--- src/sv/sctq_pkg.sv ---
// ----------------------------------------------------------------------------
// Symmetric cost table package
// Shared constants, codes and structures of the symmetric cost table.
// ----------------------------------------------------------------------------
package sctq_pkg;

   localparam int MAX_UNITS_DEF = 256;
   localparam int CMD_DEPTH_DEF = 4;
   localparam int RSP_DEPTH_DEF = 4;

   localparam int OP_W       = 2;
   localparam int INDEX_W    = 8;
   localparam int BYTE_W     = 8;
   localparam int COST_W     = 16;
   localparam int NUM_W      = 9;
   localparam int PAIR_AW    = 15;
   localparam int PROD_W     = COST_W + BYTE_W;
   localparam int FRAC_W     = 12;
   localparam int CSR_IDX_W  = 2;
   localparam int CSR_DATA_W = 9;

   localparam logic [OP_W-1:0] OP_READ       = 2'd0;
   localparam logic [OP_W-1:0] OP_WRITE_RAW  = 2'd1;
   localparam logic [OP_W-1:0] OP_WRITE_COST = 2'd2;
   localparam logic [OP_W-1:0] OP_NONE       = 2'd3;

   localparam logic [CSR_IDX_W-1:0] CSR_NUM_INSTANCES = 2'd0;
   localparam logic [CSR_IDX_W-1:0] CSR_MIN_LEVEL     = 2'd1;
   localparam logic [CSR_IDX_W-1:0] CSR_MAX_LEVEL     = 2'd2;

   localparam logic [NUM_W-1:0]  NUM_INSTANCES_RST = 9'd256;
   localparam logic [BYTE_W-1:0] MIN_LEVEL_RST     = 8'd0;
   localparam logic [BYTE_W-1:0] MAX_LEVEL_RST     = 8'd255;

   typedef enum logic [1:0] {
      KIND_IMM  = 2'd0,
      KIND_READ = 2'd1,
      KIND_RAW  = 2'd2,
      KIND_COST = 2'd3
   } cmd_kind_type;

   typedef struct packed {
      logic [NUM_W-1:0]  num_instances;
      logic [BYTE_W-1:0] min_level;
      logic [BYTE_W-1:0] max_level;
   } cfg_type;

   typedef struct packed {
      cmd_kind_type       kind;
      logic               store_en;
      logic [PAIR_AW-1:0] addr;
      logic [BYTE_W-1:0]  data;
      logic               err;
      logic [PROD_W-1:0]  prod;
   } cmd_type;

   typedef struct packed {
      logic [BYTE_W-1:0] value;
      logic              index_error;
   } rsp_type;

endpackage

--- src/sv/sctq_front.sv ---
// ----------------------------------------------------------------------------
// Symmetric cost table front end
// Checks indices, forms the packed pair address and the cost product, and
// classifies each request into a command for the back end.
// ----------------------------------------------------------------------------
module sctq_front #(
   parameter int MAX_UNITS = sctq_pkg::MAX_UNITS_DEF
) (
   input  logic                                  req_push,
   input  logic [sctq_pkg::OP_W-1:0]             req_operation,
   input  logic [sctq_pkg::INDEX_W-1:0]          req_index_a,
   input  logic [sctq_pkg::INDEX_W-1:0]          req_index_b,
   input  logic [sctq_pkg::BYTE_W-1:0]           req_raw_value,
   input  logic [sctq_pkg::COST_W-1:0]           req_cost,
   input  sctq_pkg::cfg_type                     cfg,
   input  logic                                  cmd_full,
   output logic                                  cmd_push,
   output sctq_pkg::cmd_type                     cmd
);
   import sctq_pkg::*;

   logic [INDEX_W-1:0] hi, lo;
   logic [2*INDEX_W-1:0] tri_prod;
   logic [BYTE_W-1:0] q;
   logic err, diag;

   assign cmd_push = req_push && !cmd_full;

   always_comb begin
      hi       = (req_index_a > req_index_b) ? req_index_a : req_index_b;
      lo       = (req_index_a > req_index_b) ? req_index_b : req_index_a;
      tri_prod = (2*INDEX_W)'(hi) * (2*INDEX_W)'(hi - INDEX_W'(1));
      q        = cfg.max_level - cfg.min_level;
      diag     = (req_index_a == req_index_b);
      err      = ({1'b0, req_index_a} >= cfg.num_instances)
              || ({1'b0, req_index_b} >= cfg.num_instances)
              || (32'(req_index_a) >= MAX_UNITS)
              || (32'(req_index_b) >= MAX_UNITS);

      cmd.addr     = PAIR_AW'(tri_prod >> 1) + PAIR_AW'(lo);
      cmd.prod     = PROD_W'(req_cost) * PROD_W'(q);
      cmd.kind     = KIND_IMM;
      cmd.store_en = 1'b0;
      cmd.data     = '0;
      cmd.err      = 1'b0;

      if (req_operation == OP_NONE) begin
         cmd.kind = KIND_IMM;
      end else if (err) begin
         cmd.err = 1'b1;
      end else begin
         unique case (req_operation)
            OP_READ: begin
               if (diag) begin
                  cmd.data = cfg.min_level;
               end else begin
                  cmd.kind = KIND_READ;
               end
            end
            OP_WRITE_RAW: begin
               cmd.kind     = KIND_RAW;
               cmd.data     = req_raw_value;
               cmd.store_en = !diag;
            end
            default: begin
               cmd.kind     = KIND_COST;
               cmd.store_en = !diag;
            end
         endcase
      end
   end

endmodule

--- config.mk ---
export PLATFORM = sky130hd
export DESIGN_NAME = sctq_front
export DESIGN_NICKNAME = d
export VERILOG_FILES = /design/src/sv/sctq_pkg.sv /design/src/sv/sctq_front.sv
export SDC_FILE = /design/constraint.sdc
export NUM_CORES = 1
export LEC_CHECK = 0
export ABC_AREA = 1
export BUFFER_PORTS_ARGS = -buffer_cell sky130_fd_sc_hd__clkbuf_2
export CAP_MARGIN = 20
export CELL_PAD_IN_SITES_DETAIL_PLACEMENT = 1
export CELL_PAD_IN_SITES_GLOBAL_PLACEMENT = 1
export CORE_MARGIN = 10
export CORE_UTILIZATION = 38
export DETAILED_ROUTE_END_ITERATION = 10
export GPL_ROUTABILITY_DRIVEN = 0
export PLACE_DENSITY_LB_ADDON = 0.1
export SYNTH_ARGS = -nofsm -noshare
export SYNTH_HDL_FRONTEND = slang
export SYNTH_SLANG_ARGS = --single-unit
--- constraint.sdc ---
create_clock -name vclk -period 23.1
set_input_delay 1.155 -clock vclk [all_inputs]
set_output_delay 1.155 -clock vclk [all_outputs]
set_load 0.01 [all_outputs]
; ---- Yosys cells after proc, flatten, opt, wreduce, memory -nomap -nowiden
; Cells that the tools add are included.
[classes]
n_lt_le_gt_ge = 3
mux = 13
multipliers = 2
n_addsub = 3
n_eq_ne = 3
reduce_logical = 5
[ops]
columns = op, count
row1 = 8-bit two-way mux, 4
row2 = 16-bit by 8-bit multiplier with 24-bit output, 1
row3 = 8-bit by 9-bit >= comparator with 1-bit output, 2
row4 = 9-bit by 9-bit multiplier with 16-bit output, 1
row5 = 8-bit case mux with 2 select lines, 1
row6 = 15-bit by 8-bit adder with 15-bit output, 1
row7 = 9-bit two-way mux, 1
row8 = "8-bit by 1-bit subtractor with 9-bit output, second input constant", 1
row9 = 8-bit equality test, 1
row10 = 8-bit > comparator, 1
row11 = 8-bit subtractor, 1
row12 = 1-bit two-way mux, 4
row13 = 2-bit case mux with 2 select lines, 1
row14 = 3-bit two-way mux, 1
row15 = "2-bit by 1-bit equality test with 1-bit output, second input constant", 1
row16 = "2-bit equality test, second input constant", 1
row17 = 1-bit logical NOT, 2
row18 = 2-bit logical NOT, 1
row19 = 2-bit two-way mux, 1
row20 = 1-bit logical AND, 1
row21 = 1-bit logical OR, 1
[totals]
elab_cells = 29
regBits = 0
out_inout_bits = 52
in_bits = 69

; ---- Longest topological paths before layout
[logic_depth]
ltp_word = 5
ltp_mapped = 47
depth_no_buf = 44

; ---- Least setup slack after synthesis
; No wires, ideal clock.
[synth_path]
path_type = input port to output port
start = input req_index_b[5] (netlist bit)
end = output cmd[45] (netlist bit)
n_path_buf = 3
required_time_ns = 21.945
slack_ns = 14.055
stages = 39
arrival_time_ns = 7.890
path_cell_list = inv_1 > ha_1 > nand2_1 > nor2_4 > nand2_1 > nand2_4 > nand2_8 > buf_6 > nand2_1 > o21ai_2 > inv_2 > buf_6 > ha_1 > nand3_1 > nor2_4 > nand3_1 > ha_1 > inv_1 > [... 3 more ...] > inv_1 > fa_1 > fa_1 > inv_1 > fa_1 > inv_1 > ha_1 > buf_2 > xor2_1 > ha_1 > nand2_1 > o21ai_0 > a21oi_1 > nor2_1 > nand2_1 > nor2_1 > nand2_1 > xnor2_1
[synth_lines]
columns = item, line_no
row1 = from (decl), sctq_front.sv:12  ; input logic [sctq_pkg::INDEX_W-1:0] req_index_b,
row2 = to (decl), sctq_front.sv:18  ; output sctq_pkg::cmd_type cmd

==> key figures <==
Run status
  • Status: completed

Yosys
  • Post-synthesis compound-gate area fraction: 0.07900
  • Syn_nets: 1,453
  • Fraction of the mapped netlist area in simple logic gates: 0.2239
  • Post-Synth XOR/XNOR Area: 0.04795
  • Synthesized cell area: 0.008220 mm²
  • Synth Area in Adders: 0.5196
  • Top-area cell type share of the netlist area: 0.3142
  • Most common cell in the netlist: inv_1
  • Largest family of logic cells by synthesized area: adder cells
  • Post-synthesis mux area share: 0
  • Unique masters post-synth: 40
  • Synth top area cells: fa_1 31%, ha_1 21%, inv_1 12%
  • Post-Synthesis Cells: 1,120
  • Cell accounting for the most synthesized area: fa_1
  • Synth cell count leaders: 259 x inv_1, 208 x nand2_1, 135 x ha_1
  • Synthesized area per cell: 7.340 µm²
  • Warnings, synthesis: 0
  • Seq/Total Area, Yosys: 0

Critical path
  • Crit start category: input port
  • Critical Path RT: 21.95 ns
  • Critical path data arrival time: 8.68 ns
  • Crit path max fanout: 27
  • Crit path max-delay cell type: fa_1
  • Worst path max stage delay: 0.56 ns
  • WS Path Type: in2out
  • CP most frequent cell: inv_1
  • CP endpoint kind: output port

STA
  • Least-Margin Pin Slew: 1.043 ns
  • Final setup vio count: 0
  • RSZ-0062 raised after global routing: false
  • Max-slew violations: 0
  • Post-layout minimum cycle time: 9.830 ns
  • F_max: 0.1017 GHz
  • Final hold vios: 0
  • Setup TNS: 0 ns
  • Rel. slew slack: 0.2998
  • Period Utilization, post-route: 0.4255

Die
  • Die area: 0.02792 mm²
  • I/O pin count: 121
  • Rows: 53
  • Starting density of the core: 0.3886
  • Die W: 167.1 µm
  • Core outline area: 0.02115 mm²
  • Die extent in y: 167.1 µm

Detailed routing
  • Via count: 7,290
  • Via density: 4.850
  • Antenna Nets Post-Route: 0
  • WL per Instance: 15.78 µm
  • Routed WL: 23,720 µm
  • DRC violations left: 0
  • Iteration-0 DRC Markers: 215
  • First-pass iteration count of the detailed router: 4

Hold path
  • WHS Path Cells: 3
  • Hold crit path type: in2out

Finish
  • Clkbuf count: 0
  • Final net count: 1,563
  • Area grow syn2layout: 10.75%
  • Inserted Diodes: 0
  • Seq Cell Count: 0
  • Register area: 0 µm²
  • Fraction of layout cells with a size suffix above 1: 0.1238

Place
  • DP HPWL: 21,750 µm
  • IO buf count: 121

Global route
  • Antenna violations before repair: 0
  • First-pass GRT wire length: 41,420 µm
  • Total track usage: 0.1728
  • GR Overflow Total: 0
  • Vias in the first global route: 8,322
  • Largest net degree at the start of global routing: 28

CTS
  • # resized after CTS: 0
  • Setup bufs post-CTS: 0
  • Hold buffer count at CTS: 0

Flow run
  • Max-Cap Viols: 0
area by class of cell:
cell class	instances	area, µm²
Multi-Input combinational cell	842	7156
Fill cell	2793	12050
Timing Repair Buffer	122	613.1
Inverter	264	991.0
Tap cell	275	344.1
per-stage QoR:
| stage | cells | hold slack, ns | worst slack (ns) | area, µm² | util |
|---|---|---|---|---|---|
| after floorplan | 1120 | 2.358 | 14.05 | 8220 | - |
| after global placement | 1503 | 2.533 | 13.40 | 9104 | 0.4304 |
| after detailed placement | 1503 | 2.538 | 13.23 | 9104 | 0.4304 |
| after CTS | 1503 | 2.538 | 13.20 | 9104 | 0.4304 |
| after global routing | 1503 | 2.559 | 12.57 | 9104 | 0.4304 |
| final | 1503 | 2.534 | 13.27 | 9104 | 0.4304 |
final timing paths:
kind	from	to	slack, ns
hold / removal	cmd_full	cmd_push	2.53
setup / recovery	req_index_b[5]	cmd[47]	13.27
metal layers:
| metal | track usage | routed length (µm) | part of all wire |
|---|---|---|---|
| met4 | 0.008782 | 149 | 0.0063 |
| met5 | 0 | 0 | 0 |
| met1 | 0.2158 | 10300 | 0.43 |
| met3 | 0.01671 | 790 | 0.033 |
| met2 | 0.3256 | 12470 | 0.53 |
layout by cell type (no fill, tap or decap), drive strengths merged:
master,count
a31oi,6
nor2,135
fa,129
o211ai,2
o221a,1
clkinv,1
o21ai,30
a21o,4
a211oi,3
nor3,8
nand3b,5
nand3,36
xor2,30
a21oi,47
xnor2,15
o2111ai,1
nor4,2
ha,135
buf,1
o21bai,4
clkbuf,121
a22oi,8
or2,5
inv,263
nand2,224
o21a,2
a21boi,1
nand4,9
worst max-delay path, delay by kind of cell:
family | cells | cell delay [ns]
adder cells (fa/ha/maj) | 10 | 4.17
buffers and inverters | 9 | 0.85
XOR/XNOR | 1 | 0.20
AND/OR/NAND/NOR | 15 | 1.74
AO/OA/AOI/OAI | 4 | 0.53
cell families (layout without fill, tap and decap cells):
logic type | Yosys count | in the layout
AOI/OAI and AO/OA | 109 | 109
buffers and inverters | 278 | 386
xor gates and xnor gates | 45 | 45
and+or+nand+nor | 424 | 424
adders and majority gates | 264 | 264
Power is not shown: default switching activity piles up to over one toggle a cycle in this logic, so the estimate is an artifact.
