===== src/sv/sctq_fifo.sv =====
// ----------------------------------------------------------------------------
// Small synchronous FIFO
// Register-based queue with occupancy count.
// ----------------------------------------------------------------------------
module sctq_fifo #(
   parameter int WIDTH = 8,
   parameter int DEPTH = 4,
   localparam int PW = (DEPTH > 1) ? $clog2(DEPTH) : 1,
   localparam int CW = $clog2(DEPTH + 1)
) (
   input  logic             clock,
   input  logic             reset,
   input  logic             push,
   input  logic [WIDTH-1:0] push_data,
   input  logic             pop,
   output logic [WIDTH-1:0] pop_data,
   output logic             empty,
   output logic             full,
   output logic [CW-1:0]    count
);

   logic [WIDTH-1:0] data_ff [DEPTH];
   logic [PW-1:0]    wr_ptr_ff, wr_ptr_in;
   logic [PW-1:0]    rd_ptr_ff, rd_ptr_in;
   logic [CW-1:0]    count_ff, count_in;
   logic             do_push, do_pop;

   assign empty   = (count_ff == CW'(0));
   assign full    = (count_ff == CW'(DEPTH));
   assign do_push = push && !full;
   assign do_pop  = pop && !empty;

   always_comb begin
      wr_ptr_in = wr_ptr_ff;
      rd_ptr_in = rd_ptr_ff;
      count_in  = count_ff;
      if (do_push) begin
         wr_ptr_in = (wr_ptr_ff == PW'(DEPTH - 1)) ? PW'(0) : wr_ptr_ff + PW'(1);
      end
      if (do_pop) begin
         rd_ptr_in = (rd_ptr_ff == PW'(DEPTH - 1)) ? PW'(0) : rd_ptr_ff + PW'(1);
      end
      if (do_push && !do_pop) begin
         count_in = count_ff + CW'(1);
      end else if (do_pop && !do_push) begin
         count_in = count_ff - CW'(1);
      end
   end

   always_ff @(posedge clock) begin
      if (reset) begin
         wr_ptr_ff <= '0;
         rd_ptr_ff <= '0;
         count_ff  <= '0;
      end else begin
         wr_ptr_ff <= wr_ptr_in;
         rd_ptr_ff <= rd_ptr_in;
         count_ff  <= count_in;
      end
   end

   always_ff @(posedge clock) begin
      if (do_push) begin
         data_ff[wr_ptr_ff] <= push_data;
      end
   end

   assign pop_data = data_ff[rd_ptr_ff];
   assign count    = count_ff;

   a_no_push_when_full: assert property (@(posedge clock) disable iff (reset)
      !(push && full))
      else $error("FIFO push while full");

   a_count_in_range: assert property (@(posedge clock) disable iff (reset)
      count_ff <= CW'(DEPTH))
      else $error("FIFO occupancy beyond depth");

endmodule


===== config.mk =====
export PLATFORM = sky130hd
export DESIGN_NAME = sctq_fifo
export DESIGN_NICKNAME = d
export VERILOG_FILES = /design/src/sv/sctq_fifo.sv
export SDC_FILE = /design/constraint.sdc
export NUM_CORES = 1
export LEC_CHECK = 0
export BUFFER_PORTS_ARGS = -buffer_cell sky130_fd_sc_hd__buf_2
export CORE_MARGIN = 2
export CORE_UTILIZATION = 43
export CTS_CLUSTER_DIAMETER = 80
export DETAILED_ROUTE_END_ITERATION = 7
export PLACE_DENSITY = 0.66
export SETUP_SLACK_MARGIN = 0.1
export SLEW_MARGIN = 20
export SYNTH_ARGS = -nofsm -noshare
export SYNTH_HDL_FRONTEND = slang
export SYNTH_SLANG_ARGS = --single-unit

===== constraint.sdc =====
create_clock -name clock -period 2.07 [get_ports clock]
set_input_delay 0.414 -clock clock [delete_from_list [all_inputs] [get_ports clock]]
set_output_delay 0.414 -clock clock [all_outputs]
set_load 0.005 [all_outputs]

==> Yosys cells after proc, flatten, opt, wreduce, memory -nomap -nowiden <==
Memories as Yosys holds them, arrays and structs flattened. A register that Yosys moved wholly into a read port is not among the register bits.
Index checks and enable logic that the tools add are counted.
{ "totals": {"mem_count": 1, "out_inout_bits": 13, "romBits": 0, "ram_bits": 32, "in_bits": 12, "ff_bits": 7, "word_cells": 29, "latch_bits": 0} }
{ "classes": {"n_eq_ne": 3, "mux": 8, "mul": 0, "reduce_logical": 10, "bitwise_logic": 0, "magnitude_cmp": 0, "addsub": 4, "shifts": 0, "div": 0} }
{ "memory_table": {"columns": ["memory", "words", "word_bits", "read_ports", "rd_clocked_by_memory_dff", "wr", "line", "rtl"], "rows": [
  ["data_ff", 4, 8, 1, 1, 1, "22", "logic [WIDTH-1:0] data_ff [DEPTH];"]
]} }
{ "op_table": {"columns": ["cell", "n"], "rows": [
  ["$mux 2", 4],
  ["$mux 3", 2],
  ["$add 2x1->2 const B", 2],
  ["$eq 2x2->1 const B", 2],
  ["$logic_and 1x1->1", 4],
  ["$logic_not 1->1", 4],
  ["$add 3x1->3 const B", 1],
  ["$eq 3x3->1 const B", 1],
  ["$logic_not 3->1", 1],
  ["$sub 3x1->3 const B", 1],
  ["$mux 1", 2],
  ["$reduce_bool 2->1", 1]
]} }

==> Depth between registers and ports, before layout <==
Gate-level depths: netlist of the first run.
{ "logic_depth": {"depth_word": 7, "depth_mapped": 10, "ltp_nobuf": 9} }

==> Worst setup path after synthesis of the first run <==
Ideal clock, no wire load.
{ "synth_path": {"path_kind": "reg-to-reg", "start": "register count_ff[0], in the netlist count[0]", "end": "register count_ff[2], in the netlist count[2]", "setup_slack_ps": -136, "path_buffers": 1, "setup_ps": 70, "arrival_ps": 2136, "t_required_ps": 2000, "path_stages_with_launch": 11, "synth_period_minus_slack_ps": 2206, "path_cell_list": "dfxtp_1 > or3b_1 > buf_6 > clkinv_4 > nor2_2 > ha_1 > inv_1 > fa_1 > xor2_1 > or3_2 > a21oi_1"} }
{ "synth_via": {"elab_chain_len": 6, "elab_cells_between_ends": 15, "cone_classes": "add/sub (2); eq/ne (1); mux (2); reduce/logical (10)"} }
{ "synth_rtl": {"columns": ["item", "line", "rtl"], "rows": [
  ["start, declared", "25", "logic [CW-1:0] count_ff, count_in;"],
  ["start signal, assigned", "58", "count_ff <= count_in;"],
  ["$eq 3x3->1 (*)", "29", "assign full = (count_ff == CW'(DEPTH));"],
  ["named net full", "18", "output logic full,"],
  ["$logic_not 1->1 (*)", "30", "assign do_push = push && !full;"],
  ["$logic_and 1x1->1 (*)", "30", null],
  ["named net do_push", "26", "logic do_push, do_pop;"],
  ["$logic_not 1->1", "45", "end else if (do_pop && !do_push) begin"],
  ["$logic_and 1x1->1", "45", null],
  ["$reduce_bool 2->1 (no source line)", null, null]
]} }
Mark *: on every way through the listed nets, which the timed path passes. The rest lies on a longest branch. The select of a mux whose other input is x is not followed.
A chain may end at the register's enable or synchronous reset.

==> Final worst setup path of the first run <==
{ "layout_path": {"start": "register count_ff[2], in the netlist count[2]", "end": "register count_ff[2], in the netlist count[2]"} }
{ "layout_via": {"elab_chain_len": 6, "elab_cells_between_ends": 15, "cone_classes": "add/sub (2); eq/ne (1); mux (2); reduce/logical (10)"} }
{ "layout_rtl": {"columns": ["item", "line"], "rows": [
  ["$eq 3x3->1 (*)", "29"],
  ["$logic_not 1->1 (*)", "30"],
  ["$logic_and 1x1->1 (*)", "30"],
  ["named net do_push", "26"],
  ["$logic_not 1->1", "45"],
  ["$logic_and 1x1->1", "45"],
  ["$reduce_bool 2->1 (no source line)", null]
]} }
Marked as above.

==> run metrics, run 1 <==
hold slack 335 ps; crit path time final 1950 ps; core box area 3660 um^2; final setup fails 0; Fmax 512 MHz; Required @ worst endpoint 2300 ps; reg2reg end count[2]$_SDFFE_PP0P_; reg2reg start count[2]$_SDFFE_PP0P_; CTS Sinks 41; DRT Pass-1 Iters 4; Final #Nets 144; RSZ-0062 raised after global routing true; Distinct cells, synth 26; initial DRC count 27; post-synth top area share 0.584; max_slew headroom 0.728; die height 65.9 um; wire length per cell 15.0 um; synthesized area per cell 17.9 um^2; crit path kind register to register; Hold Fails Final Rpt 0; starting density of the core 0.449; number of global-route vias before repair 895; width of the chip 65.9 um; crit path from count[2]$_SDFFE_PP0P_; worst-case clock buffer depth 2; Seq cells post-synth 41; number of I/O pins 25; CTS Buf Count 5; H-tree level count 2; via count 881; antenna viol nets, final 0; sequential-to-total area share from yosys stat 0.694; grt ovf 0; initial antenna violation count 0; GRT Total Usage 0.140; Syn Inst Count 92; final wirelength 2610 um; critical path arrival 2180 ps; R2R depth 9; final core area utilization 0.551; worst setup path endpoint count[2]$_SDFFE_PP0P_; max-slew violations 0; share of layout cells above drive strength 1 0.500; Reg2Reg Setup Slack 120 ps; Hold WC Path Type input port to register; Syn Nets 111; Clk pin slew, worst setup/hold paths 80 ps; Power Total 2.39 mW; area of the multi-input gates 495 um^2; synthesized area 1650 um^2; CP Launch Type register; GP Congestion 0.767; worst-margin pin slew 408 ps; peak supply drop 0.591 mV; status complete, no violations; clk_lat worst skew 290 ps; Max Cap Viol 0; FP Rows 22; CP endpoint kind register; largest net degree at the start of global routing 14; top post-synthesis cells by area edfxtp_1 (58%), dfxtp_1 (11%), mux4_2 (11%); Tcrit/Tclk final 0.944; Die Area 4340 um^2; TritonCTS clock tree done; Final HPWL DP 1780 um; Layout area overhead 22.6%; Vias per Instance 5.06; warnings from Yosys 0; TNS Setup 0 ps; Root Buffer clkbuf_8; Register Area 1150 um^2; Filler Cell Count 296; Port Buffers 24; number of remaining DRC errors 0; first-pass GRT wire length 4220 um; hold_buf cts 0; Pleak 0.754 nW; Max Clock Skew 7.05 ps; largest area contributor in the netlist edfxtp_1; ANT cells 0; power per cell area 1190 nW/um^2; crit path max fanout 3
-- layout make-up --
cell class / count / share of cell area
Multi-Input combinational cell: 42 / 0.246
Sequential cell: 41 / 0.571
Inverter: 5 / 0.0118
Tap cell: 48 / 0.0298
Clock inverter: 2 / 0.0186
Timing Repair Buffer: 30 / 0.0819
Clock buffer: 6 / 0.0409
-- cell usage after synthesis --
library cell / count
ha_1: 6
nand3_1: 2
nor3_1: 2
nor2_2: 1
xor2_1: 2
clkinv_4: 1
nor2_1: 3
dfxtp_1: 9
a21oi_1: 3
o31ai_2: 2
or3_2: 1
or3_1: 1
nand2_1: 1
buf_6: 1
fa_1: 1
or3b_1: 1
buf_1: 1
mux2i_1: 2
buf_2: 1
mux4_2: 8
and3_2: 4
o21ai_1: 1
clkbuf_1: 1
o21ai_0: 1
inv_1: 4
edfxtp_1: 32
-- timing repair --
item | in CTS | in global routing
setup buffers | 4 | 0
setup endpoints to repair | 1 | 1
cloned | 0 | 0
pin swaps | 4 | 0
gates resized for setup | 3 | 0
-- worst max-delay path, cell delays in order (launching register included) --
cell,delay [ps]
dfxtp_4,360
or3b_4,250
clkinv_4,60
nor2_4,100
ha_4,140
inv_2,40
fa_2,340
xor2_1,160
or3_4,330
a21oi_2,110
-- worst min path at each step --
stage | startpoint | end | slack [ps] | depth (start not counted)
finish | push_data[6] | data_ff[3][6]$_DFFE_PP_ | 330 | 1
global route | push_data[2] | data_ff[2][2]$_DFFE_PP_ | 340 | 1
floorplan | rd_ptr_ff[0]$_SDFFE_PP0P_ | register | 460 | 2
CTS | push_data[6] | data_ff[0][6]$_DFFE_PP_ | 330 | 1
detailed placement | rd_ptr_ff[0]$_SDFFE_PP0P_ | rd_ptr_ff[0]$_SDFFE_PP0P_ | 490 | 2
global placement | rd_ptr_ff[0]$_SDFFE_PP0P_ | rd_ptr_ff[0]$_SDFFE_PP0P_ | 470 | 2
-- sequential cells by signal, summed over array words and instances (netlist names), named ones only --
register   cells
count          3
wr_ptr_ff      2
data_ff       32
rd_ptr_ff      2
-- power by group --
part / internal (mW) / switching, mW / total, mW / leakage (nW)
combinational: 0.357 / 0.283 / 0.640 / 0.327
clock: 0.392 / 0.264 / 0.655 / 0.0574
sequential: 1.01 / 0.0806 / 1.10 / 0.369
-- layer usage --
metal / GRT usage / vias to the layer above / wire [um] / part of all wire
met2: 0.226 / 17 / 1380 / 0.53
met1: 0.169 / 438 / 1050 / 0.40
met4: 0.0625 / 0 / 51 / 0.020
li1: - / 420 / - / -
met3: 0.0494 / 6 / 130 / 0.050
met5: 0 / - / 0 / 0
-- cells by family after synthesis --
logic type               count (synthesis)  synth area share
XOR/XNOR                                 2            0.0106
adder cells (fa/ha/maj)                  7            0.0578
flip-flops                              41             0.694
AO/OA/AOI/OAI                            7            0.0304
AND/OR/NAND/NOR                         16            0.0570
buffers and inverters                    9            0.0289
multiplexers                            10             0.122
-- layout by cell type, fill, tap and decap left out, types with 2 or more instances in the layout --
| cell | Yosys | layout |
|---|---|---|
| buf_4 | 0 | 6 |
| buf_2 | 1 | 24 |
| inv_1 | 4 | 3 |
| nand3_1 | 2 | 2 |
| nor3_1 | 2 | 2 |
| mux2i_1 | 2 | 2 |
| edfxtp_1 | 32 | 32 |
| ha_1 | 6 | 5 |
| nor2_1 | 3 | 3 |
| mux4_2 | 8 | 8 |
| and3_2 | 4 | 4 |
| dfxtp_1 | 9 | 6 |
| xor2_1 | 2 | 2 |
| clkbuf_8 | 0 | 6 |
| dfxtp_4 | 0 | 3 |
| a21oi_1 | 3 | 2 |
-- stage by stage --
stage | cells | setup WS (ps) | instance area, um^2
6_report | 174 | 116 | 2020
3_3_place_gp | 162 | 54.3 | 1850
3_5_place_dp | 162 | 7.45 | 1850
5_1_grt | 174 | 37.1 | 2020
2_1_floorplan | 92 | 45.5 | 1680
4_1_cts | 174 | 115 | 2020
Note: power is estimated with default switching activity, not from simulation.
==> inputs of run 2 (changes only) <==
--- a/config.mk
+++ b/config.mk
@@ -5,12 +5,13 @@
 export SDC_FILE = /design/constraint.sdc
 export NUM_CORES = 1
 export LEC_CHECK = 0
+export ABC_AREA = 1
 export BUFFER_PORTS_ARGS = -buffer_cell sky130_fd_sc_hd__buf_2
 export CORE_MARGIN = 2
 export CORE_UTILIZATION = 43
 export CTS_CLUSTER_DIAMETER = 80
 export DETAILED_ROUTE_END_ITERATION = 7
-export PLACE_DENSITY = 0.66
+export PLACE_DENSITY = 0.65
 export SETUP_SLACK_MARGIN = 0.1
 export SLEW_MARGIN = 20
 export SYNTH_ARGS = -nofsm -noshare
==> run 2 against run 1 <==
  * Wire length grew 13%
  * Critical path depth did not move
  * Maximum frequency rose by 6.0%
  * Sequential power about the same
  * First-iteration DRC count is 48% higher
  * Design area is 0.68% lower
  * Highest routed layer unchanged
==> run metrics, run 2 <==
placed insts 222 (+37%); delay-heaviest family, CP adder cells; Fmax 542 MHz (+6.0%); warnings from Yosys 0 (unchanged); FP Rows 22 (unchanged); Port Buffers 24 (unchanged); Simple-Gate Fraction of Synth Area 0.121 (+0.0639); Post-Synth Adder-Cell Area 0.0560 (-0.00175); crit path time final 1840 ps (-110 ps); synthesized area 1700 um^2 (+3.1%); worst-margin pin slew 297 ps (-111 ps); Slowest-stage cell, CP fa_1; Final #Nets 200 (+39%); dominant synthesized flop cell edfxtp_1; Max Clock Skew 9.88 ps (+2.83 ps); EDFF count, synth 32 (unchanged); Die Area 4460 um^2 (+2.9%); CP Launch Type register; final setup fails 0 (unchanged); hold slack 292 ps (-42.8 ps); core box area 3720 um^2 (+1.5%); RSZ-0062 raised after global routing false; TNS Setup 0 ps (unchanged); count leader, synth nor2_1; H-tree level count 2 (unchanged); width of the chip 66.8 um (+1.5%); Reg with most FFs data_ff; Clk pwr share 0.223 (-0.051); number of I/O pins 25 (unchanged); hold_buf cts 0 (unchanged); power per cell area 1200 nW/um^2 (+1.6%); CP Buf/Inv Count 2 (unchanged); Final HPWL DP 2010 um (+13%); crit path from count[1]$_SDFFE_PP0P_; Tcrit/Tclk final 0.891 (-0.0532); reg2reg start count[1]$_SDFFE_PP0P_; status complete, no violations; antenna viol nets, final 0 (unchanged); final wirelength 2940 um (+13%); top post-synthesis cells by area edfxtp_1 (57%), dfxtp_1 (11%), nor2_1 (7.3%); GP Congestion 0.746 (-2.8%); CTS Sinks 41 (unchanged); TritonCTS clock tree done; via count 1111 (+26%); Async SR Flop Fraction 0 (unchanged); NetSw 0.799 mW (+27%); largest area contributor in the netlist edfxtp_1; R2R depth 9 (unchanged); max-slew violations 0 (unchanged); max_slew headroom 0.802 (+0.0741); worst setup path endpoint count[1]$_SDFFE_PP0P_; Layout area overhead 18.1%; sequential share of power 0.467 (+0.009); crit path max fanout 7 (+4); GRT Total Usage 0.149 (+0.00917); hold_sp reset; peak supply drop 0.690 mV (+17%); initial DRC count 40 (+48%); most frequent cells in the layout nor2_1 (32), edfxtp_1 (32), buf_2 (24); Hold WC Path Type input port to register; DRT Pass-1 Iters 4 (unchanged); final core area utilization 0.539 (-0.0119); critical path arrival 2030 ps (-150 ps); Area after DPL 1890 um^2 (+2.2%); combinational power share 0.311 (+0.043); Sw Ratio 0.331 (+0.0688); largest family of logic cells by synthesized area simple AND/OR/NAND/NOR gates; Seq cells post-synth 41 (unchanged); crit path kind register to register; number of remaining DRC errors 0 (unchanged); Distinct cells, synth 19 (-27%); synthesized area per cell 11.5 um^2 (-35%); CTS Buf Count 5 (unchanged); number of global-route vias before repair 1043 (+17%); first-pass GRT wire length 4620 um (+9.7%); Syn Inst Count 147 (+60%); starting density of the core 0.457 (+0.00715); Syn Nets 166 (+50%); most frequent cells after synthesis nor2_1 (33), edfxtp_1 (32), inv_1 (17), nand2_1 (13), o21ai_0 (13); initial antenna violation count 0 (unchanged); Max Cap Viol 0 (unchanged); Clk pin slew, worst setup/hold paths 80 ps (about the same); multiplexer area fraction after synthesis 0 (-0.122); Compound-Gate Fraction of Synth Area 0.0922 (+0.0618); Vias per Instance 4.83 (-4.6%); die height 66.8 um (+1.5%); Hold Fails Final Rpt 0 (unchanged); PnR worst setup slack 226 ps (+110 ps); reg2reg end count[1]$_SDFFE_PP0P_; Finished Cell Area 2000 um^2 (-0.68%); Required @ worst endpoint 2260 ps (-40 ps); Pleak 0.827 nW (+9.7%); Root Buffer clkbuf_8; Worst path max stage delay 410 ps (+50 ps); P_int 1.61 mW (-8.5%); crit path cell chain nor2_2 -> nand2_2 -> nand2_2 -> inv_1 -> ha_1 -> inv_1 -> fa_1 -> o21ai_0 -> nor2_1; post-synth top area share 0.566 (-0.0177); worst-case clock buffer depth 2 (unchanged); largest net degree at the start of global routing 17 (+3); ANT cells 0 (unchanged); Reg2Reg Setup Slack 230 ps (+110 ps); wire length per cell 12.8 um (-15%); clk_lat worst skew 290 ps (about the same); max reg flops 32 (unchanged); CP endpoint kind register; Place WS 214 ps (+206 ps); grt ovf 0 (unchanged); final non-filler cell total 230 (+32%); critical path depth 9 (unchanged); share of layout cells above drive strength 1 0.275 (-0.225); sequential-to-total area share from yosys stat 0.673 (-0.0210); Power Total 2.41 mW (+0.93%); Post-Synth XOR/XNOR Area 0.00516 (-0.00548)
## run 2: cell count changes after synthesis, sizes merged, moves of 2 or more
cell,previous run,this run
and3,4,0
inv,4,18
nand3b,0,2
o22ai,0,8
mux2i,2,0
mux4,8,0
or3,2,0
nor3,2,0
o31ai,2,0
o21ai,2,17
nor2,4,33
nand2,1,14
## run 2: cell type report
cell class	count	area (um^2)
Fill cell	321	1710
Sequential cell	41	1150
Multi-Input combinational cell	86	475
Timing Repair Buffer	29	158
Clock buffer	6	82.6
Inverter	18	67.6
Tap cell	48	60.1
Clock inverter	2	13.8
## run 2: layer usage
metal  part of all wire  vias to the layer above  global-route usage
met1               0.44                      522               0.164
met3              0.035                        6              0.0456
met4              0.017                        0              0.0663
met5                  0                        -                   0
met2               0.51                       18               0.264
li1                   -                      565                   -
## run 2: worst min path at each step
stage               cells past startpoint  slack, ps                        end
floorplan                               2        480                   register
global placement                        2        510  rd_ptr_ff[1]$_SDFFE_PP0P_
detailed placement                      2        530      count[1]$_SDFFE_PP0P_
CTS                                     2        290      count[0]$_SDFFE_PP0P_
global route                            2        290      count[0]$_SDFFE_PP0P_
finish                                  2        290      count[0]$_SDFFE_PP0P_
## run 2: power groups by stage
stage | Combinational [mW] | Clock (mW) | Sequential, mW
6_report | 0.750 | 0.538 | 1.13
2_1_floorplan | 0.490 | 0 | 1.11
3_5_place_dp | 0.740 | 0 | 1.14
5_1_grt | 0.865 | 0.583 | 1.14
3_3_place_gp | 0.716 | 0 | 1.13
4_1_cts | 0.744 | 0.554 | 1.12
## run 2: cells by family after synthesis
| logic type | count (synthesis) |
|---|---|
| AO/OA/AOI/OAI | 27 |
| adder cells (fa/ha/maj) | 7 |
| flip-flops | 41 |
| XOR/XNOR | 1 |
| buffers and inverters | 20 |
| AND/OR/NAND/NOR | 51 |
## run 2: timing repair
item                                    4_1_cts  5_1_grt
gates resized for setup                       0        8
endpoints found under the setup margin        0        7
buffers inserted                              0        0
